--- src/rtl/dngr_pkg.sv ---
// Shared constants and the digit font table for the decimal glyph renderer.
`timescale 1ns / 1ps
package dngr_pkg;

    localparam int DEF_NUM_DIGITS    = 5;
    localparam int DEF_GLYPH_COLUMNS = 5;

    localparam int          FONT_COLS   = 5;
    localparam logic [7:0]  DIGIT_PITCH = 8'd6;

    // floor(v / 10) == (v * RECIP_10) >> RECIP_SHIFT for every 16-bit v
    localparam logic [15:0] RECIP_10    = 16'd52429;
    localparam int          RECIP_SHIFT = 19;

    // 5x8 font: one byte per column, bit j lights row j
    function automatic logic [7:0] font_column(input logic [3:0] digit, input logic [2:0] col);
        logic [39:0] glyph;
        logic [7:0]  bits;
        glyph = 40'h0;
        bits  = 8'h00;
        case (digit)
            4'd0:    glyph = 40'h7E_81_81_81_7E;
            4'd1:    glyph = 40'h80_82_FF_80_80;
            4'd2:    glyph = 40'hC2_A1_91_89_86;
            4'd3:    glyph = 40'h42_81_89_89_76;
            4'd4:    glyph = 40'h10_18_14_12_FF;
            4'd5:    glyph = 40'h4F_89_89_89_71;
            4'd6:    glyph = 40'h7C_92_91_91_60;
            4'd7:    glyph = 40'h01_01_F9_05_03;
            4'd8:    glyph = 40'h76_89_89_89_76;
            4'd9:    glyph = 40'h06_89_89_49_3E;
            default: glyph = 40'h0;
        endcase
        case (col)
            3'd0:    bits = glyph[39:32];
            3'd1:    bits = glyph[31:24];
            3'd2:    bits = glyph[23:16];
            3'd3:    bits = glyph[15:8];
            3'd4:    bits = glyph[7:0];
            default: bits = 8'h00;
        endcase
        return bits;
    endfunction

endpackage

--- src/rtl/decimal_number_glyph_renderer_unit.sv ---
// Top level: value to decimal digits, then font column writes per digit.
//
// Usage: an input item (i_value, i_start_x, i_start_y) is taken on the
// i_valid/o_ready handshake. The value is split into NUM_DIGITS decimal
// digits, one digit per cycle, each stored in a small digit memory with
// a registered read. Leading zeros are dropped; each remaining
// digit is read back, most significant first, and sent as GLYPH_COLUMNS
// column items on o_valid/i_ready (o_column_x, o_column_y,
// o_column_bits, o_last). o_last marks the final column of the item.
// A value of zero gives no output items.
// The digit loop does one divide-by-ten step per cycle; the column
// sequencer passes through a memory read state (S_FETCH) for each digit
// before its columns. The first column follows the conversion and a fetch.
// Output is a register: a stalled receiver holds the current column and
// freezes the sequencer; a new input item is taken as soon as the
// sequencer is idle, even while the last column still waits.
// Reset (synchronous, active low) returns to idle with no output pending.
`timescale 1ns / 1ps
module decimal_number_glyph_renderer_unit
    import dngr_pkg::*;
#(
    parameter int NUM_DIGITS    = DEF_NUM_DIGITS,
    parameter int GLYPH_COLUMNS = DEF_GLYPH_COLUMNS
) (
    input  logic        i_clk,
    input  logic        i_rst_n,
    input  logic        i_valid,
    output logic        o_ready,
    input  logic [15:0] i_value,
    input  logic [7:0]  i_start_x,
    input  logic [7:0]  i_start_y,
    output logic        o_valid,
    input  logic        i_ready,
    output logic [7:0]  o_column_x,
    output logic [7:0]  o_column_y,
    output logic [7:0]  o_column_bits,
    output logic        o_last
);

    localparam int KW = (NUM_DIGITS > 1) ? $clog2(NUM_DIGITS) : 1;
    localparam int CW = (GLYPH_COLUMNS > 1) ? $clog2(GLYPH_COLUMNS) : 1;
    localparam logic [KW-1:0] K_LAST = KW'(NUM_DIGITS - 1);
    localparam logic [CW-1:0] C_LAST = CW'(GLYPH_COLUMNS - 1);

    localparam logic [1:0] S_IDLE  = 2'd0;
    localparam logic [1:0] S_CONV  = 2'd1;
    localparam logic [1:0] S_FETCH = 2'd2;
    localparam logic [1:0] S_EMIT  = 2'd3;

    logic [1:0]    r_state, n_state;
    logic [15:0]   r_v, n_v;
    logic [7:0]    r_dx, n_dx;
    logic [7:0]    r_sy, n_sy;
    logic [KW-1:0] r_k, n_k;
    logic [KW-1:0] r_top, n_top;
    logic          r_any, n_any;
    logic [CW-1:0] r_col, n_col;

    logic          r_out_valid, n_out_valid;
    logic [7:0]    r_out_x, n_out_x;
    logic [7:0]    r_out_y, n_out_y;
    logic [7:0]    r_out_bits, n_out_bits;
    logic          r_out_last, n_out_last;

    logic [3:0]    r_dig_mem [NUM_DIGITS];
    logic [3:0]    r_rd_digit;

    logic [31:0]   w_prod;
    logic [12:0]   w_quot;
    logic [15:0]   w_quot10;
    logic [3:0]    w_rem;
    logic          w_wr_en;
    logic          w_slot_free;

    assign w_prod   = 32'(r_v) * 32'(RECIP_10);
    assign w_quot   = w_prod[31:RECIP_SHIFT];
    assign w_quot10 = {w_quot[12:0], 3'b000} + {2'b00, w_quot[12:0], 1'b0};
    assign w_rem    = 4'(r_v - w_quot10);
    assign w_wr_en  = (r_state == S_CONV);

    assign w_slot_free = !r_out_valid || i_ready;

    // digit memory: write during conversion, registered read at r_k
    always_ff @(posedge i_clk) begin
        if (w_wr_en) begin
            r_dig_mem[r_k] <= w_rem;
        end
        r_rd_digit <= r_dig_mem[r_k];
    end

    always_comb begin
        n_state     = r_state;
        n_v         = r_v;
        n_dx        = r_dx;
        n_sy        = r_sy;
        n_k         = r_k;
        n_top       = r_top;
        n_any       = r_any;
        n_col       = r_col;
        n_out_valid = r_out_valid;
        n_out_x     = r_out_x;
        n_out_y     = r_out_y;
        n_out_bits  = r_out_bits;
        n_out_last  = r_out_last;

        if (r_out_valid && i_ready) begin
            n_out_valid = 1'b0;
        end

        unique case (r_state)
            S_IDLE: begin
                if (i_valid) begin
                    n_v     = i_value;
                    n_dx    = i_start_x;
                    n_sy    = i_start_y;
                    n_k     = '0;
                    n_top   = '0;
                    n_any   = 1'b0;
                    n_state = S_CONV;
                end
            end
            S_CONV: begin
                n_v = {3'b000, w_quot};
                if (w_rem != 4'd0) begin
                    n_top = r_k;
                    n_any = 1'b1;
                end
                if (r_k == K_LAST) begin
                    // start from the top nonzero digit, or drop an all-zero value
                    n_k     = (w_rem != 4'd0) ? r_k : r_top;
                    n_col   = '0;
                    n_state = (r_any || w_rem != 4'd0) ? S_FETCH : S_IDLE;
                end else begin
                    n_k = r_k + KW'(1);
                end
            end
            S_FETCH: begin
                n_state = S_EMIT;
            end
            S_EMIT: begin
                if (w_slot_free) begin
                    n_out_valid = 1'b1;
                    n_out_x     = r_dx + 8'(r_col);
                    n_out_y     = r_sy;
                    n_out_bits  = font_column(r_rd_digit, 3'(r_col));
                    n_out_last  = (r_col == C_LAST) && (r_k == '0);
                    if (r_col == C_LAST) begin
                        n_col = '0;
                        n_dx  = r_dx + DIGIT_PITCH;
                        if (r_k == '0) begin
                            n_state = S_IDLE;
                        end else begin
                            n_k     = r_k - KW'(1);
                            n_state = S_FETCH;
                        end
                    end else begin
                        n_col = r_col + CW'(1);
                    end
                end
            end
            default: n_state = S_IDLE;
        endcase
    end

    always_ff @(posedge i_clk) begin
        if (!i_rst_n) begin
            r_state     <= S_IDLE;
            r_out_valid <= 1'b0;
            r_k         <= '0;
            r_top       <= '0;
            r_any       <= 1'b0;
            r_col       <= '0;
        end else begin
            r_state     <= n_state;
            r_out_valid <= n_out_valid;
            r_k         <= n_k;
            r_top       <= n_top;
            r_any       <= n_any;
            r_col       <= n_col;
        end
    end

    always_ff @(posedge i_clk) begin
        r_v        <= n_v;
        r_dx       <= n_dx;
        r_sy       <= n_sy;
        r_out_x    <= n_out_x;
        r_out_y    <= n_out_y;
        r_out_bits <= n_out_bits;
        r_out_last <= n_out_last;
    end

    assign o_ready       = (r_state == S_IDLE);
    assign o_valid       = r_out_valid;
    assign o_column_x    = r_out_x;
    assign o_column_y    = r_out_y;
    assign o_column_bits = r_out_bits;
    assign o_last        = r_out_last;

endmodule

--- config.mk ---
export PLATFORM = sky130hd
export DESIGN_NAME = decimal_number_glyph_renderer_unit
export DESIGN_NICKNAME = d
export VERILOG_FILES = /design/src/rtl/dngr_pkg.sv /design/src/rtl/decimal_number_glyph_renderer_unit.sv
export SDC_FILE = /design/constraint.sdc
export NUM_CORES = 1
export LEC_CHECK = 0
export BUFFER_PORTS_ARGS = -buffer_cell sky130_fd_sc_hd__buf_2
export CORE_AREA = 2 2 133 135
export DETAILED_ROUTE_END_ITERATION = 6
export DIE_AREA = 0 0 135 137
export GPL_TIMING_DRIVEN = 0
export MAX_ROUTING_LAYER = met4
export PLACE_DENSITY = 0.87
export SLEW_MARGIN = 15
export SYNTH_ARGS = -nofsm -noshare
export SYNTH_HDL_FRONTEND = slang
export SYNTH_SLANG_ARGS = --single-unit
--- constraint.sdc ---
create_clock -name i_clk -period 6.89 [get_ports i_clk]
set_clock_uncertainty 0.2 [all_clocks]
set_input_delay 0.3445 -clock i_clk [delete_from_list [all_inputs] [get_ports i_clk]]
set_output_delay 0.3445 -clock i_clk [all_outputs]
set_load 0.01 [all_outputs]
### After elaboration in Yosys (flattened, before gate mapping)

Memories as Yosys holds them, arrays and structs flattened. A register that Yosys moved wholly into a read port is not among the register bits.
Cells that the tools add are included.
Widths: inputs -> output; s select.

* flip-flop bits (word level): 70
* bits in writable memories: 20
* memory bits (read-only): 592
* memories: 2

* $add $sub $neg: 7
* multipliers: 1
* eq/ne operators: 14
* mux-type cells: 34
* reduce and logical (&&, ||, !) cells: 21

Memory list
* (no name shown): words 16, bits a word 37, rd ports 1, clocked after Yosys merged registers in 0, write ports 0, RTL line dngr_pkg.sv:21 `case (digit)`
* r_dig_mem: words 5, bits a word 4, rd ports 1, clocked after Yosys merged registers in 1, write ports 1, RTL line decimal_number_glyph_renderer_unit.sv:65 `logic [3:0] r_dig_mem [NUM_DIGITS];`

Operators with widths (number)
* $pmux 8 s5: 1
* $mul 16x16->32 const B: 1
* $pmux 16 s2: 1
* $mux 3: 9
* $mux 8: 3
* $mux 16: 1
* $pmux 8 s2: 1
* $mux 2: 6
* $pmux 3 s2: 2
* $pmux 3 s3: 1
* $add 8x3->8: 1
* $add 8x3->8 const B: 1
* $ne 2x2->1 const B: 4
* $pmux 2 s4: 1
* $reduce_and 4->1: 2
* $mux 1: 7
* $add 3x1->3 const B: 2
* $eq 3x2->1 const B: 2
* $eq 3x3->1 const B: 2
* $logic_not 3->1: 2
* $reduce_and 2->1: 3
* $reduce_and 3->1: 2
* $reduce_bool 2->1: 3
* $reduce_and 5->1: 1
* other kinds (14): 18

### Logic depth before layout (Yosys ltp)

* word-level depth: 8
* gate-level depth with buffers: 27

### Worst setup path after synthesis

No wires, ideal clock.

* path type: register -> register
* from: register r_v[6]
* to: register r_top[0]
* arrival: 6.353 ns
* data required time: 6.573 ns
* setup slack: 0.219 ns
* cell stages (with the launch flop): 25
* buffers on the path: 0
* clock period less this slack: 6.671 ns
* cell sequence: edfxtp_1 > ha_1 > inv_1 > fa_1 > inv_1 > fa_1 > fa_1 > fa_1 > inv_1 > fa_1 > inv_1 > ha_1 > nand2_1 > o21ai_1 > o21ai_0 > a21boi_0 > nor2_1 > ha_1 > and2_1 > nand4bb_1 > a311o_1 > o211ai_2 > xnor2_4 > or2_4 > a32o_1

* word-level cells in the longest chain between the ends: 6

Ends and longest elaborated chain
* start, declared: RTL line decimal_number_glyph_renderer_unit.sv:51 `logic [15:0] r_v, n_v;`
* start signal, assigned: RTL line decimal_number_glyph_renderer_unit.sv:184 `r_v <= n_v;`
* $mul 16x16->32: RTL line decimal_number_glyph_renderer_unit.sv:75 `assign w_prod = 32'(r_v) * 32'(RECIP_10);`
* $add 4x4->4: RTL line decimal_number_glyph_renderer_unit.sv:77 `assign w_quot10 = {w_quot[12:0], 3'b000} + {2'b00, w_quot[12:0], 1'b0};`
* $sub 4x4->4: RTL line decimal_number_glyph_renderer_unit.sv:78 `assign w_rem = 4'(r_v - w_quot10);`
* via w_rem[3]: RTL line decimal_number_glyph_renderer_unit.sv:71 `logic [3:0] w_rem;`
* $reduce_bool 4->1: RTL line decimal_number_glyph_renderer_unit.sv:124 `if (w_rem != 4'd0) begin`
* $mux 3
* $pmux 3 s2
* end signal, assigned: RTL line decimal_number_glyph_renderer_unit.sv:177 `r_top <= n_top;`
* end, declared: RTL line decimal_number_glyph_renderer_unit.sv:55 `logic [KW-1:0] r_top, n_top;`

The timed path passes the listed nets, and every way through them passes these cells.
A chain may end at the register's enable or synchronous reset.

### Final worst setup path

* from: register r_v[4]
* to: register r_top[0]

Same word-level chain as after synthesis.

==> impl_metrics.ini <==
[yosys]
async_reset_ff_share_pct = 0
synth.ff_latch_count = 94
synth_flop_cell = edfxtp_1
synthesis.area_mm2 = 0.00929
yosys.area.top_type = edfxtp_1
synth_warnings = 0
synth_area_leaders = edfxtp_1 25%, ha_1 21%, fa_1 17%
synth_nets = 1156
synth_edf_count = 77
seq_area_frac_synth_pct = 28.6
yosysMostFrequentCell = inv_1
yosysTopAreaCellShare_pct = 24.9
synth_commonest_cells = 178 x inv_1, 153 x ha_1, 81 x fa_1
syn-mean-instance-area_um2 = 10.5
ys_types = 68
netlist_instances = 886

[clock_tree]
clock-sinks = 94
clockBufferDepth = 2
cts_buffers = 9
clk-insertion-delay-late_ps = 350
clkTransAtPathRegs_ps = 70
root_buffer = clkbuf_16
tritoncts = done
htreeDepth = 3

[floorplanning]
dieHeight_um = 137
die_x_um = 135
dieArea_mm2 = 0.0185
core_area_mm2 = 0.0171
ios = 63
num_rows = 48
start_util_pct = 54.5

[detailed_routing]
ant_nets = 0
avgViaCountPerCell = 5.86
first_pass_iters = 6
drtIter0Drc = 677
wl_um = 25000
wire_per_inst_um = 20.1
drc = 0
vias = 7301

[min_path]
hp-class = primary input to register

[setup_path]
critical-path-max-stage-delay_ps = 600
crit_path_frequent_cell = fa_1
crit_fanout = 7
arrival_ps = 7060
path_buf_inv = 3
cp-end-kind = register
cp.required_ps = 6920
cpMaxStageDelayCell = fa_2
crit_type = register to register
crit_family = adder cells
start_kind = register
path_cells = buf_4 -> ha_4 -> inv_2 -> fa_1 -> inv_2 -> fa_1 -> fa_1 -> fa_1 -> fa_2 -> ha_4 -> a21oi_4 -> o21ai_4 -> o21ai_2 -> nor3b_4 -> nor2_1 -> ha_1 -> and2_4 -> nand4bb_1 -> a311o_1 -> o211ai_4 -> xnor2_4 -> or2_4 -> a32o_1

[finish]
fin_area_mm2 = 0.0110
nets = 1286
drive_gt1_share_pct = 20.1
antennaDiodeCount = 0
area_growth_pct = 19.0

[global_routing]
grt_first_pass_wirelength_um = 37400
grt_overflow_total = 0
grt_max_degree = 27
grtUsageTotal_pct = 27.0
antenna_found_initial = 0
first_global_vias = 7537

[timing]
holdWs_ps = 71.3
hold_violations = 0
achievable-frequency_ghz = 0.142
worst_pin_slew_ps = 1040
rsz0062_at_grt = true
slew_headroom_pct = 30.2
setup_violations = 7
fin_crit_ps = 7030
drv_slew = 0
worst_slack_ps = -144
fin_crit_sh_pct = 102

[run_status]
outcome = finished, violations left
violations = negative setup slack

[placed_design]
placed_area_mm2 = 0.00989
place.gp.congestion = 0.973
numPortBuffers = 62
dp_hpwl_um = 16800

[run]
max_cap_violations = 0
-- worst register-to-register path, stage by stage (launching register included) --
cell	delay, ps
edfxtp_1	450
buf_4	190
ha_4	280
inv_2	50
fa_1	560
inv_2	50
fa_1	540
fa_1	460
fa_1	510
fa_2	600
ha_4	230
a21oi_4	180
o21ai_4	100
o21ai_2	250
nor3b_4	270
nor2_1	70
ha_1	310
and2_4	170
nand4bb_1	190
a311o_1	350
o211ai_4	150
xnor2_4	180
or2_4	320
a32o_1	280
-- layer usage --
layer	vias to the layer above	track usage, %	part of all wire [%]
met3	132	4.89	6.9
li1	3243	-	-
met1	3527	30.6	37
met5	-	-	0
met2	399	46.4	50
met4	0	12.7	6.1
-- final cells by class --
class | instances | area, µm²
buffer | 24 | 95.1
clock buffer | 12 | 236
clock inverter | 4 | 47.5
fill | 1218 | 6010
inverter | 178 | 671
multi-input combinational | 589 | 6280
sequential | 94 | 2650
tap | 225 | 282
timing repair buffer | 120 | 781
-- flip-flops by register name, indices dropped and copies added (netlist names) --
signal and flops:
o_valid 1, o_column_x 8, o_last 1, r_state 2, r_col 3, r_dig_mem 20, r_any 1, r_rd_digit 4
r_top 3, o_column_bits 8, o_column_y 8, r_sy 8, r_dx 8, r_k 3, r_v 16
-- stage by stage --
step           instances  setup TNS [ps]  util [%]  worst slack, ps
6_report            1246            -594      64.8             -144
5_1_grt             1246           -1480      64.8             -223
4_1_cts             1229               0      62.9             10.7
3_5_place_dp        1173           -9270      58.0             -898
3_3_place_gp        1173           -6990      57.9             -709
2_1_floorplan        886               0         -              219
-- path summary, 6_finish.rpt --
| check | depth (start not counted) | startpoint | slack, ps | end |
|---|---|---|---|---|
| setup / recovery | 23 | r_v[4] | -140 | r_top[0] |
| hold / removal | 2 | i_value[13] | 70 | r_v[13] |
| setup reg to reg | 23 | r_v[4] | -140 | r_top[0] |
| hold reg to reg | 0 | r_sy[1] | 220 | o_column_y[1] |
-- cells by family (layout without fill, tap and decap cells) --
logic type	after synthesis	count (layout)	synth area share [%]
AOI/OAI and AO/OA	148	148	11.2
adders and majority gates	234	234	38.1
muxes	12	12	1.90
xor gates and xnor gates	31	31	3.33
DFF	94	94	28.6
buffers and inverters	203	338	8.26
and+or+nand+nor	164	164	8.73
-- cell usage in the layout (no fill, tap or decap), types with 5 or more instances in the layout --
cell type,count
a21o_1,7
nand2_1,56
clkbuf_16,9
a31oi_1,6
nor3_1,8
dfxtp_1,17
buf_2,63
o21a_1,5
ha_1,133
nand4_1,5
o21ai_1,5
nand3_1,7
ha_4,19
nor2_1,33
o21ai_0,30
edfxtp_1,77
nor2b_1,8
xor2_1,12
inv_1,174
fa_1,77
nand2b_1,10
a21oi_1,23
dlygate4sd3_1,8
buf_4,47
clkbuf_1,24
nor4_1,6
o31ai_1,7
and2_1,11
xnor2_1,16
mux2_2,5
o211ai_1,7
-- timing repair --
item / in CTS / in global routing
setup endpoints to repair: 13 / 13
gates cloned: 0 / 0
resized for setup: 35 / 33
setup buffers: 32 / 18
hold endpoints to repair: 8 / 0
pin swaps: 24 / 45
hold buffers: 8 / 0
Power is not shown: default switching activity piles up to over one toggle a cycle in this logic, so the estimate is an artifact.
